File: src/rtl/kst_ram.sv
// ----------------------------------------------------------------------------
// kst_ram
// Generic simple dual-port RAM: one write port, one read port, registered
// read data.
// ----------------------------------------------------------------------------
module kst_ram #(
  parameter int WIDTH = 8,
  parameter int DEPTH = 16,
  localparam int AW = (DEPTH > 1) ? $clog2(DEPTH) : 1
) (
  input  logic             clk,
  input  logic             we,
  input  logic [AW-1:0]    waddr,
  input  logic [WIDTH-1:0] wdata,
  input  logic             re,
  input  logic [AW-1:0]    raddr,
  output logic [WIDTH-1:0] rdata
);

  logic [WIDTH-1:0] mem [DEPTH];
  logic [WIDTH-1:0] rdata_r;

  always_ff @(posedge clk) begin
    if (we) begin
      mem[waddr] <= wdata;
    end
    if (re) begin
      rdata_r <= mem[raddr];
    end
  end

  assign rdata = rdata_r;

endmodule
File: config.mk
export PLATFORM = sky130hd
export DESIGN_NAME = kst_ram
export DESIGN_NICKNAME = d
export VERILOG_FILES = /design/src/rtl/kst_ram.sv
export SDC_FILE = /design/constraint.sdc
export NUM_CORES = 1
export LEC_CHECK = 0
export BUFFER_PORTS_ARGS = -buffer_cell sky130_fd_sc_hd__buf_2
export CORE_ASPECT_RATIO = 0.6
export CORE_MARGIN = 5
export CORE_UTILIZATION = 57
export DETAILED_ROUTE_END_ITERATION = 8
export PLACE_DENSITY = 0.75
export SETUP_SLACK_MARGIN = 0.02
export SLEW_MARGIN = 20
export SYNTH_ARGS = -nofsm -noshare
export SYNTH_HDL_FRONTEND = slang
export SYNTH_SLANG_ARGS = --single-unit
File: constraint.sdc
create_clock -name clk -period 6.4 [get_ports clk]
set_input_delay 1.92 -clock clk [delete_from_list [all_inputs] [get_ports clk]]
set_output_delay 1.92 -clock clk [all_outputs]
set_load 0.02 [all_outputs]
* Yosys cells after proc, flatten, opt, wreduce, memory -nomap -nowiden *
Memories as Yosys holds them, arrays and structs flattened. A register that Yosys moved wholly into a read port is not among the register bits.
Cells that the tools add are included.

operators by class
  mux-type cells = 2

operator list
  kind               count
  1-bit two-way mux  2

storage, ports and cells
  logic and storage cells = 3
  input bits = 19
  memory bits (writable) = 128
  register bits = 0
  memories kept = 1
  output and inout port bits = 8

memory list
  name  depth  width  rd ports  clocked after memory_dff  write ports  RTL line  RTL
  mem   16     8      1         1                         1            20        logic [WIDTH-1:0] mem [DEPTH];

* Depth between registers and ports, before layout *
  depth after elaboration = 2
  depth in mapped cells = 5
  mapped depth without buffers = 3

* Worst setup path after synthesis *
OpenSTA, ideal clock, no wires.

  path type = in2reg
  start = input waddr[2]
  end = memory mem[0][0], enable pin
  path slack = 2.987 ns
  path buffers = 0
  setup time = 0.383 ns
  data arrival time = 3.030 ns
  stages = 2
  path through = or3b_2 > nor3_1

RTL lines
  item             RTL line  RTL
  start, declared  13        input logic [AW-1:0] waddr,
  end, declared    20

No word-level cell before the write port.

==> flow_summary.json <==
{
  "dp_hpwl_um": 6268,
  "htree_levels": 4,
  "fin_cells": 397,
  "outcome": "finished clean",
  "place_inst": 365,
  "crit_type": "in -> reg",
  "hold_start": "mem[11][3]$_DFFE_PP_",
  "cts_tree": "built",
  "worst_hold_path.num_cells": 3,
  "post-route-util_pct": 66.46,
  "fp.dieArea_mm2": 0.01125,
  "r2r_slack_ns": 4.89,
  "io_pins": 27,
  "ir_worst_vdd_v": 0.0002228,
  "post_cts_buffers": 0,
  "die_w_um": 133.6,
  "numCtsBuffers": 17,
  "syn_avg_cell_area_um2": 22.83,
  "setup_slack_ns": 2.787,
  "diodes": 0,
  "drtAntennaViolNets": 0,
  "hp-class": "reg -> reg",
  "routed_wl_um": 9914,
  "drt-initial-drc-count": 240,
  "fillers": 579,
  "fp-row-count": 27,
  "hold_end": "rdata[3]$_DFFE_PP_",
  "yosys_warnings": 0,
  "cts.sinks": 136,
  "placed_area_mm2": 0.005446,
  "grt_overflow": 0,
  "r2r_start": "mem[0][1]$_DFFE_PP_",
  "grt_setup_unrepaired": "no",
  "fin_tns_setup_ns": 0,
  "final_common_cell": "edfxtp_1",
  "wl_per_cell_um": 24.97,
  "crit_fanout": 32,
  "timing.rr.end": "rdata[1]$_DFFE_PP_",
  "grt_max_degree": 33,
  "crit_start": "raddr[0]",
  "first_pass_iters": 5,
  "synthCells": 229,
  "fin_nets": 287,
  "synth_nets": 248,
  "viasPerCell": 6.292,
  "cp.arrival_ns": 3.76,
  "vias": 2498,
  "cts_root_buffer": "clkbuf_16",
  "gp_congestion": 0.8430,
  "timing_hold_violations_final": 0,
  "max_freq_mhz": 276.8,
  "start_util_pct": 57.74,
  "end_kind": "flip-flop",
  "p_leak_nw": 2.010,
  "reg2regPathDepth": 3,
  "final_cell_mix": "edfxtp_1, buf_2, mux4_2, clkbuf_16, a22oi_1",
  "area_growth_pct": 15.10,
  "ctsLongestPathBuffers": 2,
  "timing.final.crit_period_ns": 3.613,
  "finalCritPeriodShare_pct": 56.45,
  "ys_seq_elements": 136,
  "core_mm2": 0.009054,
  "slew_headroom_pct": 30.35,
  "synth.distinct_cells": 18,
  "power_mw": 2.037,
  "grt_pass1_wl_um": 14650,
  "crit_required_ns": 6.55,
  "fin_hold_ws_ns": 0.7609,
  "portBuffers": 26,
  "cap_violations": 0,
  "drive_gt1_share_pct": 26.69,
  "tightest_slew_ns": 1.045,
  "antenna_found_initial": 0,
  "first_global_vias": 2398,
  "setup-violations-final": 0,
  "slew_viol_final": 0,
  "gr-usage-all-layers_pct": 18.88,
  "skew_ns": 0.01320,
  "yosysSeqAreaShare_pct": 78.12,
  "power_density_mw_per_mm2": 338.5,
  "synth_area_mm2": 0.005228,
  "clkTransAtPathRegs_ns": 0.05,
  "start_kind": "primary input",
  "clk_latency_ns": 0.41,
  "cts_hold_buf": 0,
  "fp.dieH_um": 84.18,
  "drc": 0,
  "cts-resized-gates": 0,
  "final_area_mm2": 0.006017,
  "post-place-ws_ns": 2.344
}
## cells by family (layout without fill, tap and decap cells)
logic type	after synthesis	in the layout	share of synthesized area (%)
and+or+nand+nor	35	35	3.136
buffers and inverters	10	62	1.651
AOI/OAI and AO/OA	16	16	2.298
DFF	136	136	78.12
muxes	32	32	14.79
## layout make-up
class                           instances  area (um^2)  area share, %
Clock buffer                           21        440.4          7.320
Clock inverter                         11        130.1          2.163
Multi-Input combinational cell         83         1057          17.57
Sequential cell                       136         4084          67.87
Tap cell                              116        145.1          2.412
Timing Repair Buffer                   30        160.2          2.662
## power breakdown
group          total (mW)  internal (mW)  switching [mW]
clock network       0.935          0.605           0.329
registers            1.01           1.00         0.00545
logic              0.0922         0.0351          0.0571
## routing by layer
metal,GRT usage [%],vias up,wire [um]
li1,-,1059,-
met1,27.97,1295,4412
met2,25.87,137,4501
met3,7.066,7,951
met4,7.190,0,49
met5,0,-,0
## synthesized netlist by cell type
cell type / count / share of area [%]
nor2b_1: 1 / 0.12
clkdlybuf4s25_2: 3 / 0.57
and2_1: 1 / 0.12
nand3b_1: 2 / 0.29
a22oi_1: 16 / 2.3
nand2_1: 9 / 0.65
buf_2: 3 / 0.29
nor3_1: 4 / 0.38
mux4_1: 14 / 7.0
buf_4: 1 / 0.14
nor2_1: 13 / 0.93
or3b_2: 1 / 0.17
buf_6: 3 / 0.65
nand2b_1: 2 / 0.24
nand3_1: 1 / 0.096
and2b_1: 1 / 0.14
mux4_2: 18 / 7.8
edfxtp_1: 136 / 78
## worst max-delay path by stage
stage	endpoint	slack [ns]	cells after the start
detailed placement	rdata[1]$_DFFE_PP_	2.34	4
CTS	rdata[1]$_DFFE_PP_	2.77	4
global placement	rdata[4]$_DFFE_PP_	2.34	4
floorplan	mem[0][0]$_DFFE_PP_	2.99	2
finish	rdata[1]$_DFFE_PP_	2.79	4
global route	rdata[1]$_DFFE_PP_	2.64	4
## worst max-delay path, cell delays in order
cell and delay [ns]:
buf_2 0.76, mux4_1 0.66, a22oi_1 0.30, nand2_1 0.10
## flip-flops by register name (all words and copies together) (netlist names)
name and count:
mem 128, rdata 8
(Power assumes the default switching activity.)
